==> src/hw/rtl/dgp_pkg.sv <==
// Shared types and constants for the drifting grating pixel unit.
package dgp_pkg;

   localparam int SAMPLE_W = 16;

   typedef logic signed [SAMPLE_W-1:0] sample_type;

   // Quarter-wave sine polynomial coefficients, unsigned Q1.15
   localparam logic [15:0] POLY_A = 16'd51472;
   localparam logic [15:0] POLY_B = 16'd21024;
   localparam logic [15:0] POLY_C = 16'd2320;

   localparam logic [14:0] Q15_MAX = 15'h7FFF;
   localparam sample_type  Q15_MIN = 16'sh8000;

   localparam logic [15:0] FREQ_RESET = 16'd4096;

endpackage

==> src/hw/rtl/dgp_sine.sv <==
// Pipelined sine of an angle in turns: quadrant fold plus quarter-wave polynomial.
module dgp_sine #(
   parameter int TABLE_BITS = 10
) (
   input  logic                   clock,
   input  logic                   reset,
   input  logic                   en,
   input  logic                   in_valid,
   input  logic [TABLE_BITS-1:0]  angle,
   output logic                   out_valid,
   output dgp_pkg::sample_type    out_value
);
   import dgp_pkg::*;

   localparam int FRAC_BITS = TABLE_BITS - 2;
   localparam int PAD_BITS  = 15 - FRAC_BITS;

   logic [1:0]           quad;
   logic [FRAC_BITS-1:0] frac;
   logic [15:0]          x_raw;

   logic [4:0]  valid_ff;
   logic [15:0] x_ff [1:4];
   logic        neg_ff [1:4];
   logic [15:0] x2_ff [2:3];
   logic [15:0] t1_ff;
   logic [15:0] t3_ff;
   sample_type  value_ff;

   logic [15:0] x_in;
   logic [31:0] xx_prod;
   logic [31:0] c_prod;
   logic [31:0] b_prod;
   logic [31:0] a_prod;
   logic [31:0] mag;
   logic [14:0] sat;
   logic [15:0] t1_in;
   logic [15:0] t3_in;
   sample_type  value_in;

   // stage 1: fold into the first quadrant
   assign quad  = angle[TABLE_BITS-1 -: 2];
   assign frac  = angle[FRAC_BITS-1:0];
   assign x_raw = {1'b0, frac, {PAD_BITS{1'b0}}};
   assign x_in  = quad[0] ? (16'h8000 - x_raw) : x_raw;

   // stage 2: x squared
   assign xx_prod = {16'd0, x_ff[1]} * {16'd0, x_ff[1]};

   // stage 3: B - C*x^2
   assign c_prod = {16'd0, POLY_C} * {16'd0, x2_ff[2]};
   assign t1_in  = 16'({16'd0, POLY_B} - (c_prod >> 15));

   // stage 4: A - x^2*(B - C*x^2)
   assign b_prod = {16'd0, t1_ff} * {16'd0, x2_ff[3]};
   assign t3_in  = 16'({16'd0, POLY_A} - (b_prod >> 15));

   // stage 5: times x, clamp, sign
   assign a_prod   = {16'd0, t3_ff} * {16'd0, x_ff[4]};
   assign mag      = a_prod >> 15;
   assign sat      = (mag > {17'd0, Q15_MAX}) ? Q15_MAX : mag[14:0];
   assign value_in = neg_ff[4] ? -$signed({1'b0, sat}) : $signed({1'b0, sat});

   always_ff @(posedge clock) begin
      if (reset) begin
         valid_ff <= '0;
      end else if (en) begin
         valid_ff <= {valid_ff[3:0], in_valid};
      end
   end

   always_ff @(posedge clock) begin
      if (en) begin
         x_ff[1]   <= x_in;
         neg_ff[1] <= quad[1];
         x2_ff[2]  <= xx_prod[30:15];
         x_ff[2]   <= x_ff[1];
         neg_ff[2] <= neg_ff[1];
         t1_ff     <= t1_in;
         x2_ff[3]  <= x2_ff[2];
         x_ff[3]   <= x_ff[2];
         neg_ff[3] <= neg_ff[2];
         t3_ff     <= t3_in;
         x_ff[4]   <= x_ff[3];
         neg_ff[4] <= neg_ff[3];
         value_ff  <= value_in;
      end
   end

   assign out_valid = valid_ff[4];
   assign out_value = value_ff;

endmodule

==> config.mk <==
export PLATFORM = sky130hd
export DESIGN_NAME = dgp_sine
export DESIGN_NICKNAME = d
export VERILOG_FILES = /design/src/hw/rtl/dgp_pkg.sv /design/src/hw/rtl/dgp_sine.sv
export SDC_FILE = /design/constraint.sdc
export NUM_CORES = 1
export LEC_CHECK = 0
export CAP_MARGIN = 20
export CORE_MARGIN = 2
export CORE_UTILIZATION = 52
export DETAILED_ROUTE_END_ITERATION = 8
export DONT_BUFFER_PORTS = 1
export PLACE_DENSITY = 0.7
export SETUP_SLACK_MARGIN = 0.1
export SLEW_MARGIN = 10
export SYNTH_ARGS = -nofsm -noshare
export SYNTH_HDL_FRONTEND = slang
export SYNTH_SLANG_ARGS = --single-unit
==> constraint.sdc <==
create_clock -name clock -period 7.59 [get_ports clock]
set_input_delay 0.759 -clock clock [delete_from_list [all_inputs] [get_ports clock]]
set_output_delay 0.759 -clock clock [all_outputs]
set_load 0.05 [all_outputs]
==> impl_metrics.csv, run 1 <==
group,metric,value,unit
outcome,status,"complete, no violations",
hold_path,min-delay-start,"reset",
critical_path,worstPathCellList,"and2_1 -> fa_1 -> inv_1 -> fa_1 -> inv_1 -> fa_1 -> inv_1 -> fa_1 -> fa_1 -> fa_1 -> inv_1 -> ha_1 -> nand3_1 -> buf_4 -> nor2_1 -> a2111oi_0 -> nand3_1 -> a32oi_1 -> or4_1 -> a211oi_2 -> buf_4 -> nand2b_1 -> o211a_1 -> xnor2_1",
critical_path,worstSetupPathType,"flip-flop to flip-flop",
critical_path,startpoint_type,"flip-flop",
finish,layout.nets,2773,
clocking,clock_latency,0.44,ns
logic_synthesis,ys_ff_latch,122,
logic_synthesis,synthTopCellsByCount,"inv_1 (409), fa_1 (309), ha_1 (291)",
critical_path,crit_buf_inv,6,
global_route,grt_max_degree,123,
logic_synthesis,post-synth-top-area-cell,"fa_1",
timing,min_period_over_period,94.7,%
logic_synthesis,synth_enable_flop_cells,117,
logic_synthesis,netlist_area,20700,µm²
logic_synthesis,syn_avg_cell_area,9.76,µm²
placement,routabilityCongestion,0.923,
drt,ant_nets,0,
logic_synthesis,async_flop_share,0,%
timing,clock.fmax,139,MHz
clocking,path_clk_slew,0.07,ns
critical_path,cp.required,7.78,ns
timing,finalMaxSlewViolations,0,
drt,wl_per_cell,15.5,µm
clocking,clkSinkCount,122,
logic_synthesis,yosys_warnings,0,
finish,diodes,0,
clocking,cts_buffers,17,
critical_path,max_stage_delay,0.61,ns
critical_path,slowest_stage,"a2111oi_0",
clocking,htree_levels,4,
timing,finClkSkew,0.0111,ns
logic_synthesis,yosys-top-cells-area,"fa_1 (30%), ha_1 (18%), edfxtp_1 (17%)",
critical_path,crit_fanout,9,
clocking,cts_buffer_depth,2,
timing,hold_viol,0,
global_route,grt_pass1_vias,14800,
run,maxCapViolations,0,
timing,fin_crit,7.19,ns
die,die_area,41400,µm²
timing,slew_headroom,47.3,%
logic_synthesis,postSynthCellCount,2121,
timing,setup_viol,0,
global_route,gr-usage-all-layers,20.9,%
finish,syn_to_final_growth,8.20,%
drt,finalWirelength,41700,µm
critical_path,r2r-start,"x2_ff[1][23]",
critical_path,crit_family,"adder cells",
logic_synthesis,yosys.area.top_type_share,29.9,%
drt,drc,0,
logic_synthesis,synth_flop_cell,"edfxtp_1",
logic_synthesis,synth_cell_types,75,
timing,fin_setup_tns,0,ns
global_route,grt_overflow,0,
timing,tightest_slew,0.782,ns
hold_path,hold_class,"input pin to flip-flop",
critical_path,critPathMostFrequentCell,"fa_1",
drt,drt_iter0_markers,894,
critical_path,startpoint,"x2_ff[1][23]",
clocking,tritoncts,"done",
placement,port_buffers,0,
global_route,grt_pass1_wl,70300,µm
placement,post-dp-hpwl,33600,µm
critical_path,cp.arrival,7.38,ns
finish,layout-drive-gt1-share,7.09,%
die,die_x,203,µm
die,die_h,203,µm
drt,first_pass_iters,5,
clocking,root_buffer,"clkbuf_16",
critical_path,setup.worst_path.end_class,"flip-flop",
drt,vias,14400,
die,fp-row-count,73,
drt,viasPerCell,5.33,
global_route,antenna_found_initial,0,
die,coreArea,39500,µm²
logic_synthesis,ys_seq_area_share,17.5,%
die,ioPinCount,31,
logic_synthesis,synth.most_common_cell,"inv_1",
timing,rsz0062_at_grt,"yes",
die,start_util,52.3,%
worst reg2reg max path, cell delays in order, from the launching register on:
cell       delay, ns
edfxtp_1        0.56
and2_1          0.25
fa_1            0.48
inv_1           0.05
fa_1            0.50
inv_1           0.05
fa_1            0.50
inv_1           0.06
fa_1            0.50
fa_1            0.52
fa_1            0.54
inv_1           0.04
ha_1            0.40
nand3_1         0.16
buf_4           0.16
nor2_1          0.05
a2111oi_0       0.61
nand3_1         0.22
a32oi_1         0.32
or4_1           0.21
a211oi_2        0.10
buf_4           0.16
nand2b_1        0.15
o211a_1         0.23
xnor2_1         0.12
registers in the layout, summed over array words and instances, names as in the netlist:
signal,count
valid_ff,5
neg_ff,4
t3_ff,16
x2_ff,30
out_value,16
t1_ff,15
x_ff,36
path summary, 6_finish.rpt:
| kind | cells past startpoint | slack (ns) | to |
|---|---|---|---|
| worst min register to register | 0 | 0.41 | x_ff[0][74] |
| worst min-delay path | 1 | 0.38 | valid_ff[1] |
| worst max register to register | 24 | 0.40 | t3_ff[13] |
| worst max-delay path | 24 | 0.40 | t3_ff[13] |
metal layers:
layer  vias to the layer above  track usage [%]  part of all wire (%)
met5                         -                0                     0
met2                       333             35.7                    49
li1                       6842                -                     -
met4                         0             7.22                   2.9
met1                      7120             27.3                    44
met3                        74             2.99                   4.0
cell type report:
cell class / count / area (µm²)
fill: 3352 / 17200
multi-input combinational: 1527 / 15400
sequential: 122 / 3610
inverter: 409 / 1540
tap: 525 / 657
timing repair buffer: 82 / 611
clock buffer: 17 / 425
clock inverter: 15 / 154
stage by stage:
stage | hold slack, ns | setup WS [ns] | cells | cell area, µm² | utilization, %
global route | 0.376 | 0.0567 | 2697 | 22400 | 56.6
global placement | 0.402 | 0.301 | 2614 | 21300 | 54.0
CTS | 0.365 | 0.160 | 2646 | 21900 | 55.4
floorplan | 0.400 | 0.533 | 2123 | 20700 | -
finish | 0.383 | 0.400 | 2697 | 22400 | 56.6
detailed placement | 0.405 | 0.169 | 2614 | 21300 | 54.0
cell families after synthesis:
group	synth area share (%)
buffers and inverters	8.63
flip-flops	17.5
adder cells (fa/ha/maj)	47.5
AND/OR/NAND/NOR	15.1
other	0.0363
AO/OA/AOI/OAI	6.93
multiplexers	0.695
XOR/XNOR	3.64
cells in the final DEF (no fill, tap or decap), types with 14 or more instances in the layout:
master and instances:
inv_1 409, xnor2_1 58, nand3_1 18, ha_1 288
edfxtp_1 117, o21ai_0 32, xor2_1 28, a21oi_1 49
nor2b_1 14, clkbuf_16 17, fa_1 309, nor2_1 43
a21o_1 24, buf_4 80, and2_1 201, nand2_1 246
nor3_1 19
timing repair:
action / in CTS / in global routing
buffers inserted: 0 / 51
gates resized for setup: 0 / 20
setup endpoints to repair: 0 / 7
hold buffers: 0 / 0
hold endpoints to repair: 0 / 0
Power of run 1 is left out: the tool's default activity adds up to more than one toggle a clock period on the data nets, which glitch-free logic cannot reach.
==> run 2, diff against run 1 <==
- CORE_UTILIZATION: 52 -> 36
- CTS_BUF_LIST: unset -> sky130_fd_sc_hd__clkbuf_4 sky130_fd_sc_hd__clkbuf_8
- PLACE_DENSITY: 0.7 -> unset
==> run 2 against run 1 <==
Compared with the run above: design area up 0.97%; via count down 1.8%; non-clock buffer count up 2; core utilization down 17 points; maximum frequency down 0.13%; register-to-register slack about the same; global-route usage down 5.8 points; largest cell class unchanged.
==> impl_metrics.csv, run 2 (synthesis gave the netlist of run 1 again) <==
group,metric,value,unit
finish,fill_cells,5563,
global_route,grt_max_degree,123,
finish,multi_input_area,15400,µm²
clocking,cts_buffer_depth,2,
finish,syn_to_final_growth,9.24,%
drt,vias,14100,
clocking,cts_buffers,17,
timing,finClkSkew,0.0217,ns
global_route,grt_pass1_vias,15000,
die,die_area,59400,µm²
hold_path,hold_class,"input pin to flip-flop",
die,die_x,244,µm
clocking,cts_hold_buffers,0,
finish,top_regs,"x_ff (36), x2_ff (30)",
timing,clock.fmax,139,MHz
clocking,clkSinkCount,122,
placement,routabilityCongestion,0.876,
timing,slew_headroom,54.2,%
finish,final_common_cell,"inv_1",
finish,layout.nets,2775,
global_route,grt_pass1_wl,73800,µm
placement,port_buffers,0,
drt,ant_nets,0,
global_route,grt_overflow,0,
clocking,tritoncts,"done",
placement,post-dp-hpwl,35700,µm
finish,final-seq-area,3610,µm²
clocking,path_clk_slew,0.10,ns
critical_path,setup.worst_path.end_class,"flip-flop",
timing,rsz0062_at_grt,"no",
global_route,antenna_found_initial,0,
clocking,htree_levels,4,
drt,drc,0,
clocking,root_buffer,"clkbuf_8",
drt,first_pass_iters,5,
drt,wl_per_cell,14.6,µm
die,fp-row-count,87,
timing,min_period_over_period,94.9,%
timing,fin_crit,7.20,ns
finish,mostFrequentLayoutCells,"inv_1 (409), fa_1 (309), ha_1 (290)",
finish,largest_reg_flops,36,
timing,finalMaxSlewViolations,0,
placement,place_area,21700,µm²
die,coreArea,56600,µm²
critical_path,startpoint_type,"flip-flop",
timing,setup_viol,0,
timing,tightest_slew,0.687,ns
drt,drt_iter0_markers,600,
outcome,status,"complete, no violations",
global_route,gr-usage-all-layers,15.1,%
drt,viasPerCell,4.81,
die,start_util,36.6,%
finish,top_register,"x_ff",
finish,finish.instance_area,22600,µm²
finish,layout-drive-gt1-share,7.04,%
die,ioPinCount,31,
critical_path,cp.required,7.82,ns
critical_path,crit_fanout,11,
drt,finalWirelength,42900,µm
critical_path,worstSetupPathType,"flip-flop to flip-flop",
timing,fin_setup_tns,0,ns
finish,diodes,0,
run,maxCapViolations,0,
critical_path,cp.arrival,7.43,ns
clocking,clock_latency,0.48,ns
timing,hold_viol,0,
die,die_h,244,µm
[run 2: changes by cell type in the layout (fill, tap and decap cells not counted), moves of 2 or more]
cell,change
clkbuf_2,-2
clkbuf_8,+17
clkbuf_16,-17
o21ai_1,+2
inv_8,-3
inv_6,-3
bufinv_16,+4
ha_1,+2
buf_12,+3
[run 2: area by class of cell]
class | count | share of cell area, %
sequential | 122 | 16.0
clock inverter | 14 | 0.969
timing repair buffer | 84 | 2.96
inverter | 409 | 6.79
clock buffer | 18 | 1.07
multi-input combinational | 1527 | 68.0
tap | 756 | 4.18
[run 2: per-stage QoR]
step	hold WS [ns]	util, %	instances	setup slack, ns
after floorplan	0.400	-	2123	0.533
after global placement	0.405	38.3	2848	0.286
after detailed placement	0.405	38.3	2848	0.0792
after CTS	0.314	39.1	2883	0.138
after global routing	0.303	39.9	2930	0.0659
final	0.349	39.9	2930	0.390
[run 2: worst paths after layout]
path / from / end / slack, ns / cells after the start
max: x2_ff[1][25] / t3_ff[15] / 0.39 / 22
min: reset / valid_ff[2] / 0.35 / 1
max reg2reg: x2_ff[1][25] / t3_ff[15] / 0.39 / 22
min reg2reg: x_ff[0][55] / x_ff[0][71] / 0.42 / 0
[run 2: metal layers]
metal	track usage (%)	routed length [µm]	part of all wire, %
met1	19.9	19900	46
met2	26.1	21000	49
met3	2.31	1380	3.2
met4	3.34	643	1.5
met5	0	0	0
[run 2: timing repair]
action | 4_1_cts | 5_1_grt
gates resized for setup | 0 | 20
setup buffers | 3 | 47
pin swaps | 1 | 3
endpoints found under the setup margin | 1 | 9
[run 2: critical path, stage by stage (launching register included)]
cell	delay, ns
edfxtp_1	0.50
buf_4	0.22
nand2_1	0.08
fa_1	0.50
fa_1	0.52
inv_1	0.05
fa_1	0.49
inv_1	0.07
fa_1	0.53
inv_1	0.05
fa_1	0.50
fa_1	0.55
ha_2	0.34
a21o_1	0.22
a2111oi_0	0.49
a2111oi_1	0.15
nand3_1	0.16
a32oi_1	0.12
or4_1	0.62
a211oi_4	0.27
o21ai_1	0.15
a221oi_2	0.26
o211ai_1	0.11
Power of run 2 is left out for the same reason.
==> run 3, diff against run 2 <==
- SLEW_MARGIN: 10 -> 0
- clock period: 7.59 -> 7.6 ns (I/O delays scaled with it)
==> run 3 against run 2 <==
Compared with the run above: design area is 0.29% lower; maximum frequency about the same; critical path depth unchanged; via count up 1.6%; flip-flop and latch count is the same; register-to-register slack hardly changed; first-iteration DRC count grew 22%; highest routed layer unchanged; final cell count about the same; setup slack better by 0.014 ns.
==> impl_metrics.csv, run 3 (synthesis gave the netlist of run 1 again) <==
group,metric,value,unit
drt,first_pass_iters,7,
die,die_h,244,µm
drt,wl_per_cell,14.7,µm
critical_path,r2r-start,"x2_ff[1][22]",
clocking,cts_hold_buffers,0,
critical_path,startpoint,"x2_ff[1][22]",
global_route,antenna_found_initial,0,
drt,ant_nets,0,
critical_path,worstSetupPathType,"flip-flop to flip-flop",
drt,top_layer_used,"met4",
critical_path,crit_fanout,7,
hold_path,hold_class,"input pin to flip-flop",
finish,mostFrequentLayoutCells,"inv_1 (409), fa_1 (309), ha_1 (288)",
placement,post-dp-hpwl,35700,µm
placement,place_area,21700,µm²
drt,wl_met3,1540,µm
finish,finish.instance_area,22500,µm²
die,start_util,36.6,%
global_route,grt_overflow,0,
critical_path,setup.worst_path.end_class,"flip-flop",
clocking,path_clk_slew,0.08,ns
finish,final_common_cell,"inv_1",
timing,finClkSkew,0.0228,ns
timing,min_period_over_period,94.7,%
global_route,grt_max_degree,123,
drt,drt_iter0_markers,733,
timing,fin_setup_tns,0,ns
die,die_x,244,µm
critical_path,r2r_slack,0.40,ns
critical_path,rr_endpoint,"t3_ff[15]",
timing,hold_viol,0,
placement,port_buffers,0,
critical_path,startpoint_type,"flip-flop",
finish,layout-drive-gt1-share,7.08,%
finish,top_regs,"x_ff (36), x2_ff (30)",
timing,slew_headroom,53.4,%
timing,finalMaxSlewViolations,0,
drt,viasPerCell,4.89,
clocking,clock_latency,0.49,ns
finish,syn_to_final_growth,8.92,%
outcome,status,"complete, no violations",
timing,setup_viol,0,
critical_path,ff2ff_path_depth,22,
drt,finalWirelength,43000,µm
timing,clock.fmax,139,MHz
finish,top_register,"x_ff",
finish,largest_reg_flops,36,
clocking,htree_levels,4,
placement,routabilityCongestion,0.857,
global_route,grt_pass1_wl,72900,µm
critical_path,cp.required,7.82,ns
drt,drc,0,
timing,tightest_slew,0.692,ns
drt,route.met2.wl,21100,µm
finish,layout.nets,2776,
global_route,grt_pass1_vias,15000,
die,coreArea,56600,µm²
global_route,gr-usage-all-layers,14.9,%
timing,fin_crit,7.20,ns
finish,diodes,0,
clocking,cts_buffers,17,
critical_path,cp-endpoint,"t3_ff[15]",
timing,rsz0062_at_grt,"yes",
run,maxCapViolations,0,
die,die_area,59400,µm²
hold_path,min-delay-start,"reset",
clocking,clkSinkCount,122,
critical_path,cp.arrival,7.41,ns
die,fp-row-count,87,
clocking,root_buffer,"clkbuf_8",
drt,met1_length,19500,µm
drt,vias,14300,
clocking,tritoncts,"done",
die,ioPinCount,31,
clocking,cts_buffer_depth,2,
-- run 3: changes by cell type in the layout (fill, tap and decap cells not counted), moves of 2 or more --
cell	change
buf_4	+5
buf_12	-3
ha_2	+2
o21ai_1	-2
o21ai_0	+2
clkinv_4	-2
ha_1	-2
bufinv_16	-2
inv_8	+2
inv_6	+5
-- run 3: layout make-up --
type	count	area [µm²]
repair buffers	85	636
well taps	756	946
flip-flops and latches	122	3610
multi-input cells	1527	15400
inverters	409	1540
fillers	5563	34100
clock buffers	17	234
clock inverters	15	199
-- run 3: how the worst min path moves through the flow --
stage                         to  cells past startpoint  slack (ns)
finish               valid_ff[1]                      1        0.35
floorplan           neg_ff[0][2]                      0        0.40
detailed placement   x_ff[0][62]                      0        0.40
global placement     x_ff[0][75]                      0        0.41
CTS                  valid_ff[1]                      1        0.31
global route         valid_ff[4]                      1        0.31
-- run 3: timing repair --
item                                    in CTS  in global routing
resized for setup                            0                 16
endpoints found under the hold margin        0                  0
buffers inserted                             0                 51
endpoints found under the setup margin       0                  6
-- run 3: worst max-delay path, stage by stage (launching register included) --
cell and delay, ns:
edfxtp_1 0.53, nand2_1 0.15, fa_1 0.58, inv_1 0.06, fa_1 0.53, inv_1 0.05, fa_1 0.49, inv_1 0.05
fa_1 0.47, inv_1 0.05, fa_1 0.53, inv_1 0.05, fa_1 0.47, ha_1 0.37, o2111ai_1 0.45, nor3_1 0.13
o31a_1 0.33, o31a_1 0.29, or4_1 0.55, a211oi_4 0.27, o21ai_1 0.15, a221oi_2 0.26, o211ai_1 0.12
-- run 3: stage by stage --
| step | hold slack, ns | utilization, % | std cells | worst slack [ns] |
|---|---|---|---|---|
| floorplan | 0.400 | - | 2123 | 0.543 |
| global placement | 0.405 | 38.3 | 2848 | 0.286 |
| detailed placement | 0.405 | 38.3 | 2848 | 0.125 |
| CTS | 0.306 | 39.0 | 2880 | 0.121 |
| global route | 0.314 | 39.8 | 2931 | 0.0199 |
| finish | 0.345 | 39.8 | 2931 | 0.404 |
-- run 3: routing by layer --
metal  vias up  global-route usage, %
li1       6854                      -
met1      7145                   19.6
met5         -                      0
met4         0                   3.91
met2       279                   25.6
met3        51                   2.17
Power of run 3 is left out for the same reason.
